`config.mk`:
```
export PLATFORM = sky130hd
export DESIGN_NAME = lkvt_cell
export DESIGN_NICKNAME = d
export VERILOG_FILES = /design/src/hdl/lkvt_pkg.sv /design/src/hdl/lkvt_cell.sv
export SDC_FILE = /design/constraint.sdc
export NUM_CORES = 1
export LEC_CHECK = 0
export CORE_AREA = 2 2 169 171
export CTS_CLUSTER_SIZE = 28
export DETAILED_ROUTE_END_ITERATION = 7
export DIE_AREA = 0 0 171 173
export DONT_BUFFER_PORTS = 1
export GPL_TIMING_DRIVEN = 0
export SKIP_LAST_GASP = 1
export SYNTH_ARGS = -nofsm -noshare
export SYNTH_HDL_FRONTEND = slang
export SYNTH_SLANG_ARGS = --single-unit
```
`constraint.sdc`:
```
create_clock -name i_clk -period 3.87 [get_ports i_clk]
set_clock_uncertainty 0.1 [all_clocks]
set_input_delay 0.5805 -clock i_clk [delete_from_list [all_inputs] [get_ports i_clk]]
set_output_delay 0.5805 -clock i_clk [all_outputs]
set_load 0.005 [all_outputs]
```
`src/hdl/lkvt_pkg.sv`:
```
package lkvt_pkg;

    localparam logic [2:0] ACT_READ   = 3'd0;
    localparam logic [2:0] ACT_WRITE  = 3'd1;
    localparam logic [2:0] ACT_PEEK   = 3'd2;
    localparam logic [2:0] ACT_REMOVE = 3'd3;
    localparam logic [2:0] ACT_CLEAR  = 3'd4;

    localparam logic [1:0] ST_OK      = 2'd0;
    localparam logic [1:0] ST_MISSING = 2'd1;
    localparam logic [1:0] ST_EMPTY   = 2'd2;
    localparam logic [1:0] ST_FULL    = 2'd3;

    typedef enum logic [2:0] {
        S_IDLE = 3'b001,
        S_CMP  = 3'b010,
        S_UPD  = 3'b100
    } t_state;

    // broadcast to every cell; append/write/shift only pulse on commit
    typedef struct packed {
        logic compare;
        logic append;
        logic write;
        logic shift;
    } t_cell_ctl;

endpackage

```
`src/hdl/lkvt_cell.sv`:
```
module lkvt_cell
    import lkvt_pkg::*;
#(
    parameter int INDEX      = 0,
    parameter int CAPACITY   = 64,
    parameter int KEY_BITS   = 32,
    parameter int VALUE_BITS = 64,
    localparam int CW        = $clog2(CAPACITY + 1)
) (
    input  logic                  i_clk,
    input  logic                  i_rst_n,
    input  t_cell_ctl             i_ctl,
    input  logic [KEY_BITS-1:0]   i_key,
    input  logic [VALUE_BITS-1:0] i_value,
    input  logic [CW-1:0]         i_count,
    input  logic [KEY_BITS-1:0]   i_nb_key,
    input  logic [VALUE_BITS-1:0] i_nb_value,
    input  logic                  i_prefix,
    input  logic [VALUE_BITS-1:0] i_or,
    output logic                  o_prefix,
    output logic [VALUE_BITS-1:0] o_or,
    output logic [KEY_BITS-1:0]   o_key,
    output logic [VALUE_BITS-1:0] o_value
);

    localparam logic [CW-1:0] MY_POS = CW'(INDEX);

    logic [KEY_BITS-1:0]   r_key;
    logic [VALUE_BITS-1:0] r_value;
    logic                  r_match;

    // prefix: a match sits at this cell or somewhere before it
    assign o_prefix = i_prefix | r_match;
    assign o_or     = i_or | (r_match ? r_value : '0);
    assign o_key    = r_key;
    assign o_value  = r_value;

    always_ff @(posedge i_clk) begin
        if (!i_rst_n) begin
            r_match <= 1'b0;
        end else if (i_ctl.compare) begin
            r_match <= (MY_POS < i_count) && (r_key == i_key);
        end
    end

    always_ff @(posedge i_clk) begin
        if (i_ctl.shift && o_prefix) begin
            r_key   <= i_nb_key;
            r_value <= i_nb_value;
        end else if (i_ctl.write && r_match) begin
            r_value <= i_value;
        end else if (i_ctl.append && (MY_POS == i_count)) begin
            r_key   <= i_key;
            r_value <= i_value;
        end
    end

endmodule

```
==> results of run 1 <==
state kept, by name, indices dropped and copies added, names as in the netlist:
name and flops:
o_value 64, o_key 32, r_match 1
stage by stage:
step                      cells  setup WS (ps)  power [mW]
after floorplan             329            536        1.51
after global placement      707           -753        1.59
after detailed placement    707            472        1.59
after CTS                   722            591        2.49
after global routing        723            451        2.54
final                       723            729        2.44
worst max-delay path: stages (launching register included):
cell and delay, ps:
sky130_fd_sc_hd__dfxtp_1 390, sky130_fd_sc_hd__or2_1 290, sky130_fd_sc_hd__nand2_1 370, sky130_fd_sc_hd__buf_6 250, sky130_fd_sc_hd__buf_4 210, sky130_fd_sc_hd__a21boi_1 400
sky130_fd_sc_hd__nand2_4 550
per-layer routing:
layer  vias up  track usage [%]  share of wire, %
li1       1287                -                 -
met1      1576             13.4                40
met2       238             19.0                51
met3        20             2.93               7.6
met4         0             3.60               1.4
met5         -                0                 0
cells by family (layout without fill, tap and decap cells):
| logic type | count (synthesis) | after routing | synth area share (%) |
|---|---|---|---|
| buf+inv | 17 | 32 | 1.81 |
| simple gates | 21 | 21 | 2.76 |
| xor+xnor | 32 | 32 | 5.62 |
| other cells | 0 | 1 | 0 |
| compound gates | 66 | 66 | 9.89 |
| flops | 97 | 97 | 58.2 |
| mux | 96 | 96 | 21.7 |
area by class of cell:
class	instances	share of cell area, %
clock buffer	9	3.92
multi-input combinational	215	34.9
buffer	17	1.57
antenna	1	0.0436
clock inverter	6	0.741
sequential	97	50.5
tap	378	8.24
worst max path at each step:
stage / startpoint / end / slack, ps
floorplan: i_prefix / o_value[0] / 540
global route: r_match / o_value[55] / 450
detailed placement: i_prefix / o_value[51] / 470
CTS: r_match / o_value[30] / 590
global placement: i_prefix / o_value[43] / -750
finish: r_match / o_value[55] / 730
layout by cell type, fill, tap and decap left out:
cell type                    count
sky130_fd_sc_hd__clkinvlp_4      1
sky130_fd_sc_hd__nand3_1         2
sky130_fd_sc_hd__clkinv_2        1
sky130_fd_sc_hd__nand2_4         1
sky130_fd_sc_hd__nand3b_1        1
sky130_fd_sc_hd__nor4_2          3
sky130_fd_sc_hd__clkbuf_1        7
sky130_fd_sc_hd__inv_6           2
sky130_fd_sc_hd__xor2_1         27
sky130_fd_sc_hd__buf_2           6
sky130_fd_sc_hd__mux2_2         96
sky130_fd_sc_hd__clkinv_4        1
sky130_fd_sc_hd__dfxtp_1         1
sky130_fd_sc_hd__clkinv_1        1
sky130_fd_sc_hd__a21o_1         64
sky130_fd_sc_hd__clkbuf_16       9
sky130_fd_sc_hd__nor2_1          1
sky130_fd_sc_hd__buf_4           3
sky130_fd_sc_hd__nand2_1         2
sky130_fd_sc_hd__or2_1           1
sky130_fd_sc_hd__nor4_1          4
sky130_fd_sc_hd__edfxtp_1       96
sky130_fd_sc_hd__buf_6           1
sky130_fd_sc_hd__or4_1           2
sky130_fd_sc_hd__a21boi_1        1
sky130_fd_sc_hd__nand4_1         2
sky130_fd_sc_hd__xnor2_1         5
sky130_fd_sc_hd__o21ai_1         1
sky130_fd_sc_hd__nor2_4          1
sky130_fd_sc_hd__diode_2         1
sky130_fd_sc_hd__nor3_1          1
report_power, final:
part           internal [mW]  leakage (nW)  switching [mW]
combinational          0.119          1.06           0.112
clock                  0.436         0.130           0.433
sequential              1.26         0.909          0.0793
total                   1.81          2.10           0.624
==> run summary, run 1 <==
End of the worst hold path: r_match. Once the clock tree was built, the setup fixing pass inserted 0 buffers. For the total wirelength of the detailed-routed design, the log shows 17,500 um.

The number of levels the H-tree was split into is 3. The length in cells of the worst reg-to-reg path is 6, and the number of standard-cell rows in the floorplan is 61. The transition at the pin with the smallest max-transition slack was 962 ps. The run gives 4980 sq um as the area of the mapped netlist. Once detailed placement completed, the half-perimeter wirelength came to 14,200 um. After synthesis, the netlist uses 22 different library cells.

After technology mapping, the gate count stands at 329. The peak ir drop on the vdd network was 150 uV. In this run the power density over the cells is 424 nW/um^2.

For this run, the share of the core covered by cells in the final layout is 20.8%. The number of antenna violations at the first check in global routing was 1. Number of flops mapped to enable cells by yosys: 96.

The total non-filler cell area in the finished layout is 5740 sq um, and the minimum period implied by the final worst setup slack is 3140 ps. At the end of routability-driven placement, the weighted congestion stood at 0.865. Setup repair after global routing left no endpoint under its margin. For this run, design rule violations remaining after detail routing come to 0. The pre-antenna-repair detailed-routing pass consisted of 4 iterations. STA classifies the critical path startpoint as a register. The post-route netlist has 36.3% of its cells at a drive strength greater than 1. Clock tree synthesis inserted a total of 9 buffers. The area occupied by registers came out at 2900 sq um. For the number of setup violations in the final report, the log shows 0. The largest total area in the synthesized netlist belongs to sky130_fd_sc_hd__edfxtp_1. The detailed-route vias per instance is 4.32. In this run the remaining antenna-violating nets after routing total 0. Clock-pin slew was measured on the worst setup and hold paths at 70 ps. Each instance of the synthesized netlist takes up on average 15.2 sq um. The first routing iteration left 198 violations.

In this run the register-to-register setup slack is 730 ps. The startpoint identified for the worst register-to-register timing path is r_match. The top flip-flop cell by instance count after synthesis is sky130_fd_sc_hd__edfxtp_1. For this configuration, the core starts out at a cell density of 18.0%.

The run gives 0 as the final hold violation count. After detailed placement, the total cell area comes to 5470 sq um. Worst reg2reg path endpoint: o_value[55].

Summed over all cells, the static leakage comes to 2.10 nW. The Yosys step of the flow raised 0 warnings. The total area inside the core boundary comes to 27,600 sq um. TritonCTS built the clock tree. In this run, post-CTS hold repair placed 0 buffers.

Headroom to the max-slew limit came out at 35.8%. The tools report the net count after synthesis as 599. The area of the die was 29,600 sq um; the insertion delay to the later sink of the worst-skew pair was 340 ps. The first global-routing pass estimated 23,500 um of wire.

The area growth from synthesis to layout is 15.2%. The share of the synthesized area in the top cell type is 57.8%. The startpoint of the most critical hold path is i_rst_n. The number of buffer cells added on primary ports is 0, and the buffer depth of the longest clock path is 2.

The vertical die dimension came out at 173 um. Across all layers, the routed design uses 3,121 vias. The synthesized design contains 97 register bits. Type of the tightest min-delay check: input port to register. Number of max-cap violations: 0.

The worst path arrival time was 2920 ps. The commonest cells after synthesis are sky130_fd_sc_hd__edfxtp_1, sky130_fd_sc_hd__mux2_2, sky130_fd_sc_hd__a21o_1, sky130_fd_sc_hd__xor2_1, sky130_fd_sc_hd__clkbuf_1. For this run, the total global-route usage over all layers was measured as 11.1%.

The tools report the endpoint required time on the critical path as 3650 ps. The tools report the maximum clock frequency as 318 MHz. The die is 171 um wide. Dividing the final minimum period by the clock period gives 81.2%. Counting instances, the worst hold path has a depth of 2. After detailed routing, the average wire length per cell comes to 24.2 um.

In this run the worst path has a maximum fanout of 64. For this run, the post-layout net count is 610. The tools report the sink count of the clock tree as 97. The largest net degree at the start of global routing is 65. The sum of negative setup slack was 0 ps. By area the synthesized netlist is led by sky130_fd_sc_hd__edfxtp_1, sky130_fd_sc_hd__mux2_2, sky130_fd_sc_hd__a21o_1. The multi-input combinational cells in the finished layout cover a total of 2010 sq um. The worst setup path is of the register to register kind. STA classifies the critical path endpoint as a register. Total grt overflow: 0. The number of global-route vias before repair is 3,346, and the number of inserted filler cells in the final layout is 2,955. Sequential elements use 58.2% of the synthesized area.

Worst hold slack after final layout: 291 ps. Counting flops with an async set or reset pin after synthesis yields a share of 0%. The tree is rooted in a sky130_fd_sc_hd__clkbuf_16. The final max-slew violation count was 0. Post-CTS repair changed the size of 0 cells. During I/O placement, the number of pins put on the boundary was 431. The flow ran to the end, and the final reports show no timing, DRC or antenna violations.
Power figures use the tool's default switching activity.
==> inputs of run 2 (changes only) <==
==> constraint.sdc (replaced) <==
create_clock -name i_clk -period 2.9 [get_ports i_clk]
set_clock_uncertainty 0.1 [all_clocks]
set_input_delay 0.435 -clock i_clk [delete_from_list [all_inputs] [get_ports i_clk]]
set_output_delay 0.435 -clock i_clk [all_outputs]
set_load 0.005 [all_outputs]
==> run 2 against run 1 <==
- register-to-register slack lost 540 ps
- die area is the same
- core utilization grew 0.18 points
- critical path depth is the same
- sequential cell count is the same
- cell count grew 0.14%
- sequential share of layout area shrank 0.43 points
- global-route usage grew 0.36 points
- hold slack lost 150 ps
- critical path type unchanged
- largest cell class unchanged
- highest routed layer unchanged
==> run summary, run 2 (synthesized netlist as in run 1, its figures left out) <==
The buffer depth of the longest clock path came out at 2 (unchanged). The worst path arrival time was 2620 ps (-300 ps). The largest net degree at the start of global routing was 33 (-49%); the endpoint required time on the critical path was 2810 ps (-840 ps). The area of the die is 29,600 sq um (unchanged). The type of the tightest min-delay check was input port to register.

The number of antenna violations at the first check in global routing was 0 (-1); the leakage component of the power was 2.12 nW (+1.1%). The instance area after placement was 5470 sq um (unchanged); the power share of the clock group was 35.7% (about the same). The starting density of the core was 18.0% (unchanged).

The total wirelength of the detailed-routed design was 18,100 um (+3.1%). The vertical die dimension is 173 um (unchanged). The tools report the total setup buffers inserted after CTS as 0 (unchanged). The largest individual stage delay along the critical path comes from the cell sky130_fd_sc_hd__a21boi_4. The remaining antenna violation count is 0 (unchanged), and the number of flip-flops in the largest register is 64 (unchanged). The share of total power consumed by net switching is 25.9% (+0.26 points). The transition at the pin with the smallest max-transition slack is 776 ps (-187 ps), and the number of design-rule violations left by the first detailed-router iteration is 202 (+2.0%). The post-route DRC violation count was 0 (unchanged). The run gives 0 (unchanged) as the hold buffer count at CTS. The total grt overflow is 0 (unchanged).

The tools report the final hold violation count as 0 (unchanged). Setup repair after global routing could not meet its margin everywhere. The maximum fanout along the worst path is 32 (-50%), and the detailed-route vias per instance is 4.33 (+0.31%). For the final max-slew violation count, the log shows 0 (unchanged). The floorplan core area was 27,600 sq um (unchanged). Number of standard-cell rows in the floorplan: 61 (unchanged).

The path type of the worst setup path is register to register. The run gives 3,135 (+0.45%) as the total number of vias. The critical path goes through or2_1, nand2_1, buf_6, buf_4, a21boi_4, nand2_8.

The total clock buffers created by CTS came out at 9 (unchanged). Buffer type at the clock tree root: sky130_fd_sc_hd__clkbuf_16. Peak ir drop on the vdd network: 201 uV (+34%).

STA classifies the critical path endpoint as a register. For the placer congestion estimate, the log shows 0.865 (unchanged). The worst slew margin relative to its limit was 47.8% (+12 points). The average wire per standard cell was 25.0 um (+3.0%); the worst setup slack before clock tree synthesis was -360 ps (-832 ps).

STA classifies the critical path startpoint as a register. The logs give 14,200 um (unchanged) for the total half-perimeter wirelength after legalization and detailed placement and 2,946 (-0.30%) for the number of inserted filler cells in the final layout. The ratio of total power to cell area is 564 nW/um^2 (+33%). The top cell types in the final layout, fill and taps aside, are sky130_fd_sc_hd__mux2_2, sky130_fd_sc_hd__edfxtp_1, sky130_fd_sc_hd__a21o_1. The run gives 190 ps (-539 ps) as the worst-case setup margin in the final layout. The family with the most delay on the worst path is simple AND/OR/NAND/NOR gates.

The boundary pin count is 431 (unchanged). The share of power burned in combinational logic was 9.8% (+0.3 points). The insertion delay to the later sink of the worst-skew pair is 350 ps (about the same), and the buffers plus inverters on the worst setup path is 2 (unchanged).

The number of search-and-repair iterations in the first detailed-routing pass came out at 4 (unchanged). Relative to the synthesized area, the layout overhead comes to 16.2%. Minimum period implied by the final worst setup slack: 2710 ps (-431 ps). The flow ran to the end, and the final reports show no timing, DRC or antenna violations.

The maximum clock frequency was 369 MHz (+16%); the width of the die was 171 um (unchanged). Sequential share of power: 54.6% (-0.2 points). The clock transition time at the flip-flop clock pins of the worst setup and hold paths is 70 ps (about the same). TritonCTS built the clock tree. The tools report the number of setup violations in the final report as 0 (unchanged). The tools report the sink count of the clock tree as 97 (unchanged). The number of cells after detailed placement is 707 (unchanged), and the total non-filler cell area in the finished layout is 5790 sq um (+0.85%). The wire length of the first global-routing pass was 24,100 um (+2.7%); the final instance count without filler cells was 724 (+0.14%). For the number of global-route vias before repair, the log shows 3,366 (+0.60%).

The number of levels the H-tree was split into is 3 (unchanged). The number of max-cap violations was 0 (unchanged). The total internal power was 2.42 mW (+34%). The total track usage is 11.4% (+0.36 points), and the ratio of final minimum period to clock period is 93.5% (+12 points). The tools report the number of nets in the layout as 612 (+0.33%). The number of buffer cells added on primary ports is 0 (unchanged), and the total net switching power is 0.845 mW (+35%). The ratio of cells with drive above 1 in the final layout works out to 37.0% (+0.66 points).

Number of antenna diodes: 0 (-1). The peak per-stage delay on the critical path works out to 480 ps (-70 ps).
run 2: per-stage QoR:
step / hold slack (ps) / util, % / power (mW) / setup TNS [ps]
floorplan: 481 / - / 2.01 / -27290
global placement: 511 / 19.8 / 2.12 / -140390
detailed placement: 513 / 19.8 / 2.13 / -26200
CTS: 127 / 21.0 / 3.33 / -0.169
global route: 134 / 21.0 / 3.40 / -1960
finish: 145 / 21.0 / 3.26 / 0
run 2: cell type report:
class	count	area, sq um	share of cell area (%)
Buffer	17	90.1	1.56
Clock buffer	9	225	3.89
Clock inverter	6	42.5	0.735
Multi-Input combinational cell	217	2060	35.5
Sequential cell	97	2900	50.1
Tap cell	378	473	8.17
run 2: worst paths after layout:
check	startpoint	end	slack [ps]	depth (start not counted)
max	r_match	o_value[12]	190	6
min	i_rst_n	r_match	140	2
max reg2reg	r_match	o_value[12]	190	6
min reg2reg	o_key[31]	r_match	670	4
run 2: power by group through the flow:
stage	clock network [mW]	registers (mW)	logic, mW
3_5_place_dp	0	1.81	0.313
5_1_grt	1.26	1.79	0.346
6_report	1.16	1.78	0.318
2_1_floorplan	0	1.77	0.244
3_3_place_gp	0	1.82	0.300
4_1_cts	1.22	1.78	0.324
run 2: layer usage:
metal,vias up,GRT usage [%],share of wire (%)
met1,1594,13.9,40
met2,231,19.8,51
met4,0,3.46,1.5
met5,-,0,0
met3,21,2.88,7.3
li1,1289,-,-
run 2: what timing repair did:
item / 4_1_cts / 5_1_grt
endpoints found under the hold margin: 0 / 0
gates resized for setup: 5 / 1
pin swaps: 2 / 0
setup endpoints to repair: 96 / 80
cloned: 2 / 0
==> inputs of run 3 (changes only) <==
--- a/config.mk
+++ b/config.mk
@@ -5,10 +5,10 @@
 export SDC_FILE = /design/constraint.sdc
 export NUM_CORES = 1
 export LEC_CHECK = 0
-export CORE_AREA = 2 2 169 171
+export CORE_AREA = 10 10 159 161
 export CTS_CLUSTER_SIZE = 28
 export DETAILED_ROUTE_END_ITERATION = 7
-export DIE_AREA = 0 0 171 173
+export DIE_AREA = 0 0 169 171
 export DONT_BUFFER_PORTS = 1
 export GPL_TIMING_DRIVEN = 0
 export SKIP_LAST_GASP = 1
==> run 3 against run 2 <==
- sequential share of layout area grew 0.89 points
- routed wire length grew 10%
- clock power grew 11%
- via count is essentially flat
- power grew 4.0%
- design area shrank 1.7%
- combinational power shrank 1%
==> run summary, run 3 (synthesized netlist as in run 1, its figures left out) <==
Number of gates given a new drive strength after cts: 3 (-2). The flow ran to the end, and the final reports show no timing, DRC or antenna violations. For the worst setup slack before clock tree synthesis, the log shows -386 ps (-25.7 ps). Among cell families on the critical path, the largest total delay comes from buffers and inverters. The buffer depth of the longest clock path was 2 (unchanged). The worst register-to-register path begins at r_match.

The logs give 340 ps (about the same) for the insertion delay to the later sink of the worst-skew pair and 611 (-0.16%) for the number of nets in the layout. The area of the die is 28,900 sq um (-2.3%), and the instance area after placement is 5360 sq um (-2.1%). The largest net degree at the start of global routing is 65 (+97%), and the transition at the pin with the smallest max-transition slack is 843 ps (+67.8 ps). The average wire per standard cell is 31.5 um (+26%), and the leakage component of the power is 2.13 nW (+0.21%).

The number of global-route vias before repair is 3,533 (+5.0%), and the starting density of the core is 22.4% (+4.4 points). The peak ir drop on the vdd network is 345 uV (+72%). The run gives 0 (unchanged) as the total setup buffers inserted after CTS. The placer congestion estimate came out at 0.807 (-6.7%). Remaining antenna violation count: 0 (unchanged). The length in cells of the worst reg-to-reg path was 6 (unchanged).

The total track usage was 12.3% (+0.86 points). Cell depth of the worst hold path: 2 (unchanged). The worst hold slack after final layout is 142 ps (-2.68 ps). Worst reg2reg path endpoint: o_value[60].

For the sum of negative setup slack, the log shows 0 ps (unchanged). Minimum period implied by the final worst setup slack: 2660 ps (-45.6 ps). Setup repair after global routing left no endpoint under its margin. The highest-delay cell along the critical path is sky130_fd_sc_hd__clkbuf_1.

The tools report the total half-perimeter wirelength after legalization and detailed placement as 16,700 um (+18%). The number of buffer cells added on primary ports was 0 (unchanged); the peak per-stage delay on the critical path was 570 ps (+90 ps). The layout overhead on the synthesized area is 14.2%.

The boundary pin count was 431 (unchanged); the maximum clock frequency was 375 MHz (+1.7%). The floorplan core area came out at 22,200 sq um (-20%). The total clock buffers created by CTS was 9 (unchanged).

The worst hold path terminates at r_match. The critical path goes through clkbuf_1, clkbuf_1, a21o_1. The tools report the final hold violation count as 0 (unchanged). The min-delay analysis places its worst path in the category input port to register. The tree is rooted in a sky130_fd_sc_hd__clkbuf_16. The final max-slew violation count is 0 (unchanged), and the maximum fanout along the worst path is 10 (-69%). The run gives 25.6% (+4.6 points) as the final core utilization.

TritonCTS built the clock tree. The number of max-cap violations is 0 (unchanged). In the layout the commonest cells are sky130_fd_sc_hd__mux2_2, sky130_fd_sc_hd__edfxtp_1, sky130_fd_sc_hd__a21o_1.

The run gives 4 (+4) as the number of antenna violations at the first check in global routing. For the total wirelength of the detailed-routed design, the log shows 19,900 um (+10%). The sink count of the clock tree came out at 97 (unchanged).

The number of search-and-repair iterations in the first detailed-routing pass was 4 (unchanged); the number of design-rule violations left by the first detailed-router iteration was 200 (-0.99%). The logic depth of the worst setup path including buffers was 3 (-3); the number of levels the H-tree was split into was 3 (unchanged). The tools report the wire length of the first global-routing pass as 26,200 um (+8.5%). The number of setup violations in the final report is 0 (unchanged), and the ratio of final minimum period to clock period is 91.9% (-1.6 points). The register-to-register setup slack was 240 ps (+50 ps). The clock transition time at the flip-flop clock pins of the worst setup and hold paths works out to 70 ps (about the same). For the total non-filler cell area in the finished layout, the log shows 5690 sq um (-1.7%). The critical path in this run is classified as register to output pin. The number of cells after detailed placement was 614 (-13%); the number of flip-flops in the largest register was 64 (unchanged). Vertical die dimension: 171 um (-1.2%). The overall power was 3.39 mW (+4.0%). Worst path arrival time: 2130 ps (-490 ps). The detailed-route vias per instance came out at 4.96 (+15%).

The hold buffer count at CTS is 0 (unchanged), and the ratio of total power to cell area is 597 nW/um^2 (+5.8%). The buffers plus inverters on the worst setup path came out at 2 (unchanged). The total grt overflow was 0 (unchanged); the total number of vias was 3,132 (-0.096%). The width of the die works out to 169 um (-1.2%). The post-route DRC violation count was 0 (unchanged). The logs give 236 ps (+45.6 ps) for the worst-case setup margin in the final layout and 2,287 (-22%) for the number of inserted filler cells in the final layout. The ratio of cells with drive above 1 in the final layout works out to 36.8% (-0.18 points).

For the worst slew margin relative to its limit, the log shows 43.7% (-4.1 points). Most numerous cell on the critical path: sky130_fd_sc_hd__clkbuf_1. STA classifies the critical path endpoint as an output pin.

For the number of standard-cell rows in the floorplan, the log shows 55 (-9.8%). The startpoint of the most critical hold path is i_rst_n. The final instance count without filler cells is 631 (-13%), and the endpoint required time on the critical path is 2370 ps (-440 ps).

The tools report the kind of start point of the critical path as a register.
## run 3: worst max path at each step
stage                        start          end  slack, ps
after floorplan           i_prefix   o_value[0]       -290
after global placement    i_prefix  o_value[50]      -1570
final                      r_match     o_or[53]        240
after CTS                  r_match  o_value[45]        120
after detailed placement  i_prefix  o_value[50]       -390
after global routing       r_match  o_value[60]         30
## run 3: cell type report
cell class	count	area, sq um	area share, %
Antenna cell	1	2.50	0.0440
Buffer	17	90.1	1.58
Clock inverter	5	81.3	1.43
Tap cell	285	357	6.27
Clock buffer	10	229	4.02
Multi-Input combinational cell	216	2030	35.6
Sequential cell	97	2900	51.0
## run 3: where the power goes
group	leakage, nW	internal, mW	switching [mW]
clock network	0.150	0.753	0.537
logic	1.07	0.160	0.154
registers	0.909	1.68	0.113
total	2.13	2.59	0.805
## run 3: metal layers
metal | up-vias | global-route usage (%) | routed length [um]
met1 | 1544 | 12.3 | 6530
met3 | 26 | 6.52 | 2510
li1 | 1291 | - | -
met5 | - | 0 | 35
met2 | 265 | 21.3 | 10400
met4 | 6 | 4.54 | 423
